--- config.mk ---
export PLATFORM = sky130hd
export DESIGN_NAME = erm_queue
export DESIGN_NICKNAME = d
export VERILOG_FILES = /design/src/rtl/erm_pkg.sv /design/src/rtl/erm_queue.sv
export VERILOG_INCLUDE_DIRS = /design/src /design/src/rtl
export SDC_FILE = /design/constraint.sdc
export NUM_CORES = 1
export LEC_CHECK = 0
export BUFFER_PORTS_ARGS = -buffer_cell sky130_fd_sc_hd__buf_2
export CAP_MARGIN = 20
export CORE_MARGIN = 5
export CORE_UTILIZATION = 30
export CTS_BUF_LIST = sky130_fd_sc_hd__clkbuf_2
export DETAILED_ROUTE_END_ITERATION = 7
export SLEW_MARGIN = 10
export SYNTH_ARGS = -nofsm -noshare
export SYNTH_HDL_FRONTEND = slang
export SYNTH_SLANG_ARGS = --single-unit
--- constraint.sdc ---
create_clock -name clk -period 8.25 [get_ports clk]
set_clock_uncertainty 0.05 [all_clocks]
set_input_delay 0 -clock clk [delete_from_list [all_inputs] [get_ports clk]]
set_output_delay 0 -clock clk [all_outputs]
set_load 0.005 [all_outputs]
--- src/rtl/euler_rotation_matrix_q12_defines.svh ---
// assertion macros shared by the rotation matrix rtl
// expects clk and rst_n in the scope where a macro is used
`ifndef EULER_ROTATION_MATRIX_Q12_DEFINES_SVH
`define EULER_ROTATION_MATRIX_Q12_DEFINES_SVH

// same-cycle implication
`define ERM_CHECK(lbl, ante, cons, msg) \
  lbl: assert property (@(posedge clk) disable iff (!rst_n) (ante) |-> (cons)) \
    else $error(msg);

// next-cycle implication
`define ERM_CHECK_NEXT(lbl, ante, cons, msg) \
  lbl: assert property (@(posedge clk) disable iff (!rst_n) (ante) |=> (cons)) \
    else $error(msg);

`endif

--- src/rtl/erm_pkg.sv ---
`timescale 1ns / 1ps
// shared types, constants and sine table builder for the rotation matrix block
// no dependencies
package erm_pkg;

  localparam int SINE_ROM_ENTRIES = 2048;
  localparam int ROM_AW           = $clog2(SINE_ROM_ENTRIES);
  localparam int ANGLE_W          = ROM_AW + 1;
  localparam int QUARTER_TURN     = SINE_ROM_ENTRIES / 2;
  localparam int EIGHTH_TURN      = QUARTER_TURN / 2;
  localparam int FRAC_BITS        = 12;
  localparam int Q12_ONE          = 4096;
  localparam int MAG_W            = FRAC_BITS + 1;
  localparam int TRIG_W           = MAG_W + 1;
  localparam int ENTRY_W          = 16;
  localparam int PROD_W           = TRIG_W + ENTRY_W;
  localparam int SUM_W            = PROD_W + 1;

  localparam int MID_DEPTH = 4;
  localparam int MID_PTR_W = $clog2(MID_DEPTH);
  localparam int MID_CNT_W = $clog2(MID_DEPTH + 1);
  localparam int OUT_DEPTH = 8;
  localparam int OUT_PTR_W = $clog2(OUT_DEPTH);
  localparam int OUT_CNT_W = $clog2(OUT_DEPTH + 1);

  // rotation order codes
  localparam logic ORDER_ZYX = 1'b0;
  localparam logic ORDER_ZXY = 1'b1;

  // rows touched by a plane rotation: the second row is always row 2
  localparam logic [1:0] ROW_Y_P = 2'd0;
  localparam logic [1:0] ROW_X_P = 2'd1;
  localparam logic [1:0] ROW_Q   = 2'd2;

  // table generation constants, q62 fixed point
  localparam int          Q62_FRAC     = 62;
  localparam int          ROM_SHIFT    = Q62_FRAC - FRAC_BITS;
  localparam int          HORNER_TERMS = 10;
  localparam logic [63:0] Q62_ONE      = 64'h4000_0000_0000_0000;
  localparam logic [63:0] PI_Q62       = 64'hC90F_DAA2_2168_C234;
  localparam logic [63:0] PI_STEP_Q62  = PI_Q62 / SINE_ROM_ENTRIES;

  // scaled reciprocals of the series divisors, exact floor for 64-bit dividends
  localparam int           RECIP_SHIFT = 74;
  localparam logic [127:0] RECIP_ONE   = 128'd1 << RECIP_SHIFT;
  localparam logic [127:0] SIN_RECIP [HORNER_TERMS] = '{
    RECIP_ONE / 128'd6 + 128'd1,   RECIP_ONE / 128'd20 + 128'd1,
    RECIP_ONE / 128'd42 + 128'd1,  RECIP_ONE / 128'd72 + 128'd1,
    RECIP_ONE / 128'd110 + 128'd1, RECIP_ONE / 128'd156 + 128'd1,
    RECIP_ONE / 128'd210 + 128'd1, RECIP_ONE / 128'd272 + 128'd1,
    RECIP_ONE / 128'd342 + 128'd1, RECIP_ONE / 128'd420 + 128'd1
  };
  localparam logic [127:0] COS_RECIP [HORNER_TERMS] = '{
    RECIP_ONE / 128'd2 + 128'd1,   RECIP_ONE / 128'd12 + 128'd1,
    RECIP_ONE / 128'd30 + 128'd1,  RECIP_ONE / 128'd56 + 128'd1,
    RECIP_ONE / 128'd90 + 128'd1,  RECIP_ONE / 128'd132 + 128'd1,
    RECIP_ONE / 128'd182 + 128'd1, RECIP_ONE / 128'd240 + 128'd1,
    RECIP_ONE / 128'd306 + 128'd1, RECIP_ONE / 128'd380 + 128'd1
  };

  typedef enum logic {
    PLANE_X = 1'b0,
    PLANE_Y = 1'b1
  } erm_plane_t;

  typedef logic signed [TRIG_W-1:0]  erm_trig_t;
  typedef logic signed [ENTRY_W-1:0] erm_entry_t;
  typedef erm_entry_t                erm_mat_t [3][3];
  typedef logic [MAG_W-1:0]          erm_sine_tab_t [SINE_ROM_ENTRIES];

  typedef struct packed {
    erm_plane_t plane;
    erm_trig_t  c;
    erm_trig_t  s;
  } erm_rot_t;

  typedef struct packed {
    erm_trig_t cz;
    erm_trig_t sz;
    erm_rot_t  rot2;
    erm_rot_t  rot3;
  } erm_pkt_t;

  function automatic erm_trig_t erm_trig(input logic [MAG_W-1:0] mag, input logic neg);
    erm_trig_t v;
    v = erm_trig_t'({1'b0, mag});
    return neg ? -v : v;
  endfunction

  function automatic logic [63:0] erm_mul_q62(input logic [63:0] a, input logic [63:0] b);
    logic [127:0] p;
    p = {64'd0, a} * {64'd0, b};
    return p[Q62_FRAC +: 64];
  endfunction

  // floor(a / d) given the scaled reciprocal of d
  function automatic logic [63:0] erm_div_recip(input logic [63:0] a, input logic [127:0] m);
    logic [191:0] p;
    p = {128'd0, a} * {64'd0, m};
    return p[RECIP_SHIFT +: 64];
  endfunction

  function automatic logic [63:0] erm_sin_q62(input logic [63:0] q);
    logic [63:0] x;
    logic [63:0] x2;
    logic [63:0] t;
    x  = q * PI_STEP_Q62;
    x2 = erm_mul_q62(x, x);
    t  = Q62_ONE;
    for (int n = HORNER_TERMS; n >= 1; n--) begin
      t = Q62_ONE - erm_div_recip(erm_mul_q62(x2, t), SIN_RECIP[n - 1]);
    end
    return erm_mul_q62(x, t);
  endfunction

  function automatic logic [63:0] erm_cos_q62(input logic [63:0] q);
    logic [63:0] x;
    logic [63:0] x2;
    logic [63:0] t;
    x  = q * PI_STEP_Q62;
    x2 = erm_mul_q62(x, x);
    t  = Q62_ONE;
    for (int n = HORNER_TERMS; n >= 1; n--) begin
      t = Q62_ONE - erm_div_recip(erm_mul_q62(x2, t), COS_RECIP[n - 1]);
    end
    return t;
  endfunction

  // half-wave magnitude table, floor(|sin| * 4096)
  function automatic erm_sine_tab_t erm_build_sine();
    erm_sine_tab_t tab;
    logic [63:0]   q;
    logic [63:0]   v;
    for (int k = 0; k < SINE_ROM_ENTRIES; k++) begin
      q = (k <= QUARTER_TURN) ? 64'(k) : 64'(SINE_ROM_ENTRIES - k);
      v = (q <= 64'(EIGHTH_TURN)) ? erm_sin_q62(q) : erm_cos_q62(64'(QUARTER_TURN) - q);
      tab[k] = v[ROM_SHIFT +: MAG_W];
    end
    return tab;
  endfunction

endpackage

--- src/rtl/erm_queue.sv ---
`timescale 1ns / 1ps
// short queue of decoded transactions between front and back end
// depends on erm_pkg
`include "euler_rotation_matrix_q12_defines.svh"
module erm_queue (
  input  logic              clk,
  input  logic              rst_n,
  input  logic              push,
  input  erm_pkg::erm_pkt_t push_pkt,
  input  logic              pop,
  output erm_pkg::erm_pkt_t pop_pkt,
  output logic              empty
);
  import erm_pkg::*;

  erm_pkt_t             mem_r [MID_DEPTH];
  logic [MID_PTR_W-1:0] wr_ptr_r;
  logic [MID_PTR_W-1:0] rd_ptr_r;
  logic [MID_CNT_W-1:0] cnt_r;
  logic [MID_CNT_W-1:0] cnt_nxt;

  always_ff @(posedge clk) begin
    if (push) begin
      mem_r[wr_ptr_r] <= push_pkt;
    end
  end

  always_comb begin
    cnt_nxt = cnt_r + MID_CNT_W'(push) - MID_CNT_W'(pop);
  end

  always_ff @(posedge clk) begin
    if (!rst_n) begin
      wr_ptr_r <= '0;
      rd_ptr_r <= '0;
      cnt_r    <= '0;
    end else begin
      if (push) begin
        wr_ptr_r <= wr_ptr_r + MID_PTR_W'(1);
      end
      if (pop) begin
        rd_ptr_r <= rd_ptr_r + MID_PTR_W'(1);
      end
      cnt_r <= cnt_nxt;
    end
  end

  assign pop_pkt = mem_r[rd_ptr_r];
  assign empty   = (cnt_r == '0);

  `ERM_CHECK(a_queue_no_overflow, push && !pop, cnt_r < MID_CNT_W'(MID_DEPTH), "queue overflow")
  `ERM_CHECK(a_queue_no_underflow, pop, !empty, "queue underflow")

endmodule

==> metrics, run 1 <==
ys async rst share=0%; Worst Hold Depth=3; post-synthesis xor/xnor area fraction=less than 1%; Starting Density=about 30%; DP Area=14,300 µm²; VDD IR max=0.000118 V; Worst Tran Pin Value=967 ps; Hold Crit Class=primary input to register; core area=42,800 µm²; Total GRT Usage=12.2%; Via density=between 4 and 5; count of input and output buffers=176; H-tree levels=3; main combinational cell family by area after synthesis=multiplexers; Yosys top cell area share=between 80% and 90%; synthesized area=12,900 µm²; ANT nets after route=0; count of cell types in the netlist=19; Most used DFF post-synth=edfxtp_1; WL/cell=18.3 µm; filler cell count=3,867; Max clock buf depth=3; share of synthesized cell area in full adder, half adder and majority cells=0.738%; worst hold margin=218 ps; # IOs=177; fin. max-slew vios=0; DRT iter0 DRCs=237; Post-synth EDFFs=344; WHS Endpoint=mem_r[3][36]; sequential area share after synthesis=81.6%; clock root cell=clkbuf_2; status=completed; final cell count without fillers=1,545; GP Congestion=between 0.6 and 0.7; placed insts=1,200; largest net degree at the start of global routing=48; drt pass-1 iters=4; setup_tns=0 ps; leading area contributor after synthesis=edfxtp_1; LEAKAGE=5.99 nW; Slowest Stage Delay on Critical Path=940 ps; Synth area leaders=edfxtp_1, mux4_2, dfxtp_1, buf_12, ha_1; Post-Route WL=around 28 mm; DRC=0; CTS Buf Count=slightly above 90; Final Hold Fails=0; # rows=76; area grow syn2layout=32.0%; Layout Nets=a little over 1,000; Setup WS post-layout=between 4000 and 5000 ps; fin crit period=3730 ps; postcts setup bufs=0; YS warnings=0; Syn Nets=589; FMAX=268 MHz; most frequent cell after synthesis=edfxtp_1; Setup Viol. Count Final=0; crit end category=output pin; # Max-Cap Violations=0; Finished Cell Area=17,000 µm²; RSZ-0062 raised after global routing=no; count of clock tree sinks=353; worst r2r src=wr_ptr_r[0]; CTS tree=done; post-synthesis register bit count=353; Compound-Gate Fraction of Synth Area=0.117%; first-pass GRT wire length=about 44 mm; reg2reg path depth=4; post-synthesis mux area share=15.1%; most instantiated cells after synthesis=edfxtp_1, mux4_2, buf_2, dfxtp_1, inv_1; post-layout util=39.7%; Syn Area/Cell=~26 µm²; vias in the first global route=7,746; Crit Path Max Fanout=44; clk_lat worst skew=slightly above 1000 ps; Die Span X=217 µm; CP Class=register to output pin; FF-to-FF setup slack=5820 ps; Worst R2R End=mem_r[2][48]; pwr dens=218 nW/µm²; die area=47,200 µm²; critical path's slowest cell=dfxtp_4; crit path launch type=register; Overflow after GRT=0; Cell Chain, Critical Path=buf_4 -> mux4_2 -> buf_2; share of cells above drive strength 1=between 40% and 50%; post-route total power=around 3.7 mW; DP Worst Slack=5350 ps; antenna violations before repair=1; clk slew on worst S/H paths=100 ps; Critical Path RT=8200 ps; DPL Wire Length=15.4 mm; Die Ht=217 µm; CTS resizes=0; Worst EP arrival=between 3000 and 4000 ps; number of standard cells after synthesis=492; max_slew headroom=between 30 and 40%; via count=6,688; Synth Area in Simple Gates=0.534%; period utilization=45.3%; Hold Startpoint=push
sequential cells by signal, summed over array words and instances (netlist names), named ones only:
| register | count |
|---|---|
| rd_ptr_r | 2 |
| wr_ptr_r | 2 |
| cnt_r | 3 |
| mem_r | 344 |
where the power goes:
part	leakage [nW]	internal, mW	switching [mW]
sequential	3.24	2.06	0.0383
combinational	2.09	0.225	0.176
clock	0.660	0.510	0.700
placed cells by master (no fill, tap or decap), drive strengths merged, types with 2 or more instances in the layout:
cell	count
and2	6
buf	182
bufinv	2
clkbuf	139
clkinv	20
dfxtp	9
dlygate4sd3	181
edfxtp	344
ha	6
inv	8
mux4	86
nor2	5
xnor2	2
layer usage:
metal / vias to the layer above / global-route usage (%) / part of all wire, %
met5: - / 0 / 0
met3: 31 / 4.21 / 6.2
met1: 3411 / 13.5 / 39
li1: 3046 / - / -
met4: 0 / 5.18 / 1.8
met2: 200 / 21.6 / 53
final cells by class:
| type | instances | area [µm²] | area share [%] |
|---|---|---|---|
| Clock buffer | 139 | 696 | 4.09 |
| Antenna cell | 1 | 2.50 | 0.0147 |
| Timing Repair Buffer | 363 | 2740 | 16.1 |
| Inverter | 7 | 26.3 | 0.155 |
| Sequential cell | 353 | 10500 | 61.9 |
| Multi-Input combinational cell | 112 | 2180 | 12.8 |
| Tap cell | 546 | 683 | 4.02 |
| Clock inverter | 24 | 156 | 0.920 |
cell families (layout without fill, tap and decap cells):
logic type,count (synthesis),after routing
AO/OA/AOI/OAI,2,2
XOR/XNOR,3,3
adder cells (fa/ha/maj),7,7
buffers and inverters,27,533
flip-flops,353,353
multiplexers,87,87
other,0,1
AND/OR/NAND/NOR,13,13
how the worst max path moves through the flow:
stage,start,to,slack (ps),cells after the start
CTS,register,pop_pkt[77],4090,3
floorplan,wr_ptr_r[0],mem_r[0][0],5210,3
global placement,register,pop_pkt[77],5340,3
finish,register,pop_pkt[77],4520,3
detailed placement,register,pop_pkt[77],5350,3
global route,register,pop_pkt[77],4000,3
critical path, delay by kind of cell, from the launching register on:
family | cells | cell delay [ps]
buffers and inverters | 2 | 1000
DFF | 1 | 940
muxes | 1 | 640
what timing repair did:
item / 4_1_cts / 5_1_grt
setup endpoints to repair: 0 / 0
hold buffers: 181 / 0
hold endpoints to repair: 519 / 0
(Power assumes the default switching activity.)
==> run 2, diff against run 1 <==
- ABC_AREA: not set -> 1
- clock period: 8.25 -> 3.2 ns (I/O delays scaled with it)
==> run 2 against run 1 <==
Area after synthesis is 4.7% higher. Flip-flop and latch count stayed put. Critical path depth is 8 higher. Cell count is 33% higher. Core utilization hardly changed. Critical path type is now primary input to register. Largest power group unchanged. Combinational power grew to 2.7 times the previous value. Setup slack worse by 4400 ps. Design area is 3.6% higher. Largest cell class unchanged. Die area is 4.4% higher. Clock power grew to 2.5 times the previous value.
==> metrics, run 2 <==
Biggest register=mem_r (unchanged); FMAX=326 MHz; # Max-Cap Violations=0 (unchanged); Sw Ratio=25.8% (was 24.7%); Final Hold Fails=0 (unchanged); YS warnings=0 (unchanged); count of cell types in the netlist=19 (unchanged); sequential area share after synthesis=78.0% (was 81.6%); Cell Int Power=7.02 mW (was 2.79 mW); Critical path origin=push; DRC=0 (unchanged); postcts setup bufs=0 (unchanged); clk slew on worst S/H paths=110 ps (was 100 ps); Syn Nets=1,070 (was 589); LEAKAGE=6.50 nW (was 5.99 nW); via count=9,034 (was 6,688); Setup Viol. Count Final=0 (unchanged); clk_lat worst skew=960 ps (was 1010 ps); largest net degree at the start of global routing=174 (was 48); CP Class=primary input to register (was register to output pin); ANT nets after route=0 (unchanged); most common cell after layout, fill and taps aside=edfxtp_1 (unchanged); P_sw=2.44 mW (was 0.914 mW); Setup WS post-layout=131 ps (was 4520 ps); share of cells above drive strength 1=24.1% (was 42.7%); Die Span X=222 µm (was 217 µm); status=completed (unchanged); # rows=77 (was 76); # IOs=177 (unchanged); GP Congestion=0.735 (was 0.648); vias in the first global route=9,222 (was 7,746); crit path capture=cnt_r[2] (was pop_pkt[77]); area grow syn2layout=30.6% (was 32.0%); VDD IR max=0.000295 V (was 0.000118 V); Combinational Power Share=11.5% (was 10.8%); core area=44,300 µm² (was 42,800 µm²); Critical Path RT=4050 ps (was 8200 ps); Worst Tran Pin Value=886 ps (was 967 ps); Cell Chain, Critical Path=dlygate4sd3_1 -> dlygate4sd3_1 -> buf_2 -> dlygate4sd3_1 -> ha_1 -> dlygate4sd3_1 -> fa_1 -> dlygate4sd3_1 -> inv_1 -> nand3_1 -> a21oi_1 (was buf_4 -> mux4_2 -> buf_2); WL/cell=15.2 µm (was 18.3 µm); Crit Path Max Fanout=4 (was 44); most frequent cell after synthesis=edfxtp_1 (unchanged); leading area contributor after synthesis=edfxtp_1 (unchanged); reg2reg path depth=10 (was 4); CTS tree=done (unchanged); Worst EP arrival=3920 ps (was 3680 ps); synthesized area=13,500 µm² (was 12,900 µm²); drt pass-1 iters=5 (was 4); ys async rst share=0% (unchanged); critical path's slowest cell=dlygate4sd3_1 (was dfxtp_4); Clock Power Share=32.2% (was 32.6%); DPL Wire Length=16.6 mm (was 15.4 mm); Total GRT Usage=12.6% (was 12.2%); first-pass GRT wire length=49.4 mm (was 43.7 mm); crit path launch type=primary input (was register); number of standard cells after synthesis=973 (was 492); Die Ht=222 µm (was 217 µm); most instantiated cells after synthesis=edfxtp_1, nor2_1, o21ai_0, o21ai_1, buf_6 (was edfxtp_1, mux4_2, buf_2, dfxtp_1, inv_1); RSZ-0062 raised after global routing=no (unchanged); sequential power share=56.3% (was 56.5%); FF-to-FF setup slack=450 ps (was 5820 ps); Synth area leaders=edfxtp_1, nor2_1, o21ai_0, o21ai_1, buf_6 (was edfxtp_1, mux4_2, dfxtp_1, buf_12, ha_1); Post-Route WL=31.2 mm (was 28.3 mm); crit end category=register (was output pin); die area=49,300 µm² (was 47,200 µm²); period utilization=a little over nine tenths; Worst R2R End=cnt_r[2] (was mem_r[2][48]); fin crit period=between 3000 and 4000 ps; Via density=4.39 (was 4.33); Hold Crit Class=primary input to register (unchanged); DP Worst Slack=1300 ps (was 5350 ps); Slowest Stage Delay on Critical Path=640 ps (was 940 ps); count of input and output buffers=176 (unchanged); antenna violations before repair=4 (was 1); worst hold margin=220 ps (was 218 ps); Yosys top cell area share=76.6% (was 80.2%); Most used DFF post-synth=edfxtp_1 (unchanged); Starting Density=30.4% (was 30.1%); post-synthesis register bit count=353 (unchanged); DRT iter0 DRCs=456 (was 237); max reg flops=344 (unchanged); worst r2r src=cnt_r[0] (was wr_ptr_r[0]); Layout Nets=1,485 (was 1,026); H-tree levels=3 (unchanged); commonest non-fill, non-tap cells in the layout=edfxtp_1, nor2_1, dlygate4sd3_1 (was edfxtp_1, dlygate4sd3_1, buf_2); top flop regs=mem_r x344, cnt_r x3 (unchanged); CTS Buf Count=92 (unchanged); Max clock buf depth=3 (unchanged); setup_tns=0 ps (unchanged); clock root cell=clkbuf_2 (unchanged); pwr dens=537 nW/µm² (was 218 nW/µm²); Overflow after GRT=0 (unchanged); Post-synth EDFFs=344 (unchanged); Crit path top cell by count=dlygate4sd3_1; max_slew headroom=40.9% (was 35.5%); fin. max-slew vios=0 (unchanged); count of clock tree sinks=353 (unchanged); Syn Area/Cell=13.9 µm² (was 26.2 µm²)
[run 2: power groups by stage]
stage                     clock (mW)  sequential (mW)  combinational, mW
after floorplan                    0             5.43              0.506
after global placement             0             5.43              0.893
after detailed placement           0             5.43              0.913
after CTS                       3.21             5.33               1.10
after global routing            3.47             5.34               1.21
final                           3.05             5.32               1.08
[run 2: critical path: cells and delay by family]
| kind | cells | cell delay (ps) |
|---|---|---|
| buffers and inverters | 7 | 3090 |
| AOI/OAI and AO/OA | 1 | 150 |
| adders and majority gates | 2 | 600 |
| and+or+nand+nor | 1 | 80 |
[run 2: through the flow]
stage | cells | utilization [%] | instance area (µm²) | total power [mW]
global route | 2054 | 39.7 | 17600 | 10.0
floorplan | 973 | - | 13500 | 5.94
detailed placement | 1703 | 33.7 | 14900 | 6.34
CTS | 2051 | 39.7 | 17600 | 9.63
global placement | 1703 | 33.7 | 14900 | 6.32
finish | 2056 | 39.7 | 17600 | 9.46
[run 2: worst min-delay path by stage]
stage / from / to / slack (ps) / cells past startpoint
5_1_grt: pop / cnt_r[1] / 110 / 7
3_5_place_dp: push_pkt[22] / mem_r[2][22] / 170 / 1
6_report: pop / cnt_r[1] / 220 / 7
4_1_cts: pop / cnt_r[1] / 1 / 7
2_1_floorplan: rst_n / cnt_r[1] / 40 / 2
3_3_place_gp: push_pkt[22] / mem_r[2][22] / 160 / 1
[run 2: cell families after synthesis]
| family | count (synthesis) | synth area share, % |
|---|---|---|
| compound gates | 267 | 9.91 |
| buf+inv | 75 | 3.85 |
| flops | 353 | 78.0 |
| fa+ha+maj | 7 | 0.705 |
| simple gates | 271 | 7.56 |
[run 2: layout make-up]
type / instances / area, µm²
antenna: 5 / 12.5
clock buffer: 144 / 721
clock inverter: 21 / 124
fill: 4195 / 26700
inverter: 20 / 90.1
multi-input combinational: 545 / 2450
sequential: 353 / 10500
tap: 592 / 741
timing repair buffer: 376 / 2950
[run 2: per-layer routing]
layer / routed length, µm / track usage (%) / part of all wire, %
met3: 1660 / 4.06 / 5.3
met2: 15000 / 20.2 / 48
met4: 631 / 5.33 / 2.0
met5: 13 / 0 / 0.042
met1: 13900 / 15.7 / 44
[run 2: timing repair]
action                                 4_1_cts  5_1_grt
endpoints found under the hold margin      697        0
gates resized for setup                      0        0
hold buffers                               183        0
==> run 3, diff against run 2 <==
--- a/config.mk
+++ b/config.mk
@@ -11,2 +11,4 @@
 export CAP_MARGIN = 20
+export CELL_PAD_IN_SITES_DETAIL_PLACEMENT = 1
+export CELL_PAD_IN_SITES_GLOBAL_PLACEMENT = 1
 export CORE_MARGIN = 5
@@ -15,2 +17,3 @@
 export DETAILED_ROUTE_END_ITERATION = 7
+export PLACE_DENSITY_LB_ADDON = 0.1
 export SLEW_MARGIN = 10
==> constraint.sdc (replaced) <==
create_clock -name clk -period 3.2 [get_ports clk]
set_clock_uncertainty 0.05 [all_clocks]
set_input_delay 0.64 -clock clk [delete_from_list [all_inputs] [get_ports clk]]
set_output_delay 0.64 -clock clk [all_outputs]
set_load 0.005 [all_outputs]
==> run 3 against run 2 <==
Maximum frequency increased by 0.30%. Largest power group unchanged. Design area increased by 0.48%. Worst hold slack improved by 110 ps. Die area unchanged. Flip-flop and latch count unchanged. Global-route usage increased by 3.4 points. Non-clock buffer count decreased by 56. Critical path depth decreased by 6.
==> metrics, run 3 (synthesis results as in run 2) <==
Worst R2R End=mem_r[0][35] (was cnt_r[2]); count of clock tree sinks=353 (unchanged); first-pass GRT wire length=59.7 mm (was 49.4 mm); top flop regs=mem_r x344, cnt_r x3 (unchanged); via count=9,128 (was 9,034); # Max-Cap Violations=0 (unchanged); clk slew on worst S/H paths=100 ps (was 110 ps); max reg flops=344 (unchanged); crit end category=output pin (was register); FMAX=327 MHz (was 326 MHz); Worst Hold Depth=2 (was 7); VDD IR max=0.000213 V (was 0.000295 V); vias in the first global route=9,867 (was 9,222); drt pass-1 iters=4 (was 5); GP Congestion=0.673 (was 0.735); Biggest register=mem_r (unchanged); clock root cell=clkbuf_2 (unchanged); max_slew headroom=66.9% (was 40.9%); Max clock buf depth=3 (unchanged); share of cells above drive strength 1=29.4% (was 24.1%); crit path launch type=register (was primary input); Worst EP arrival=2370 ps (was 3920 ps); clk_lat worst skew=1000 ps (was 960 ps); Die Span X=222 µm (unchanged); FF-to-FF setup slack=1290 ps (was 450 ps); Hold Startpoint=push_pkt[25] (was pop); DP Area=15,000 µm² (was 14,900 µm²); Starting Density=30.4% (unchanged); RSZ-0062 raised after global routing=yes (was no); Crit Path Max Fanout=20 (was 4); # rows=77 (unchanged); core area=44,300 µm² (unchanged); Setup Viol. Count Final=0 (unchanged); # IOs=177 (unchanged); LEAKAGE=6.61 nW (was 6.50 nW); die area=49,300 µm² (unchanged); ANT nets after route=0 (unchanged); CTS tree=done (unchanged); Via density=4.54 (was 4.39); H-tree levels=3 (unchanged); WHS Endpoint=mem_r[1][25] (was cnt_r[1]); DRT iter0 DRCs=404 (was 456); Post-Route WL=39.6 mm (was 31.2 mm); worst r2r src=wr_ptr_r[0] (was cnt_r[0]); Overflow after GRT=0 (unchanged); most common cell after layout, fill and taps aside=edfxtp_1 (unchanged); Final Hold Fails=0 (unchanged); DRC=0 (unchanged); Die Ht=222 µm (unchanged); Critical Path RT=2510 ps (was 4050 ps); worst hold margin=330 ps (was 220 ps); period utilization=95.6% (was 95.9%); Hold Crit Class=primary input to register (unchanged); status=completed (unchanged); area grow syn2layout=31.2% (was 30.6%); antenna violations before repair=4 (unchanged); Worst Tran Pin Value=497 ps (was 886 ps); setup_tns=0 ps (unchanged); Total GRT Usage=15.9% (was 12.6%); fin crit period=3060 ps (was 3070 ps); post-route total power=9.88 mW (was 9.46 mW); Layout Nets=1,434 (was 1,485); commonest non-fill, non-tap cells in the layout=edfxtp_1, nor2_1, buf_2 (was edfxtp_1, nor2_1, dlygate4sd3_1); count of input and output buffers=176 (unchanged); DP Worst Slack=933 ps (was 1300 ps); DPL Wire Length=19.5 mm (was 16.6 mm); reg2reg path depth=5 (was 10); fin. max-slew vios=0 (unchanged); Finished Cell Area=17,700 µm² (was 17,600 µm²); Setup WS post-layout=140 ps (was 131 ps); WL/cell=19.7 µm (was 15.2 µm); CTS Buf Count=96 (was 92); pwr dens=558 nW/µm² (was 537 nW/µm²); CP Class=register to output pin (was primary input to register); largest net degree at the start of global routing=47 (was 174)
==> run 3: area by class of cell <==
cell class / instances / area [µm²]
clock inverter: 25 / 151
sequential: 353 / 10500
multi-input combinational: 545 / 2520
fill: 4810 / 26600
inverter: 20 / 116
timing repair inverter: 1 / 11.3
timing repair buffer: 320 / 2870
clock buffer: 151 / 756
antenna: 4 / 10.0
tap: 592 / 741
==> run 3: power by group <==
| group | switching (mW) | internal, mW |
|---|---|---|
| Combinational | 0.724 | 0.553 |
| Clock | 1.87 | 1.40 |
| Sequential | 0.0525 | 5.28 |
==> run 3: worst max-delay path by stage <==
stage	start	to	slack, ps	cells after the start
after global placement	register	pop_pkt[41]	940	6
after floorplan	push	mem_r[2][0]	370	2
after detailed placement	register	pop_pkt[17]	930	6
after CTS	register	pop_pkt[58]	-50	7
final	register	pop_pkt[36]	140	5
after global routing	register	pop_pkt[40]	-60	5
==> run 3: per-stage QoR <==
step / cells / util, %
floorplan: 973 / -
global placement: 1706 / 33.7
detailed placement: 1706 / 33.7
CTS: 1995 / 39.4
global route: 2011 / 39.9
finish: 2011 / 39.9
==> run 3: worst max-delay path: stages (launching register included) <==
cell	delay, ps
dfxtp_4	400
inv_6	180
bufbuf_16	360
o21ai_0	100
o21ai_1	150
buf_2	170
==> run 3: routing by layer <==
layer / track usage (%) / part of all wire [%] / vias up
met5: 0 / 0 / -
li1: - / - / 4328
met1: 19.9 / 44 / 4556
met2: 26.9 / 50 / 202
met4: 5.57 / 1.6 / 0
met3: 4.05 / 4.5 / 42
==> run 3: repair_timing <==
action,CTS,global route
cloned,15,6
setup endpoints to repair,86,41
hold buffers,89,0
pin swaps,5,3
gates resized for setup,86,24
hold endpoints to repair,353,0
setup buffers,9,8
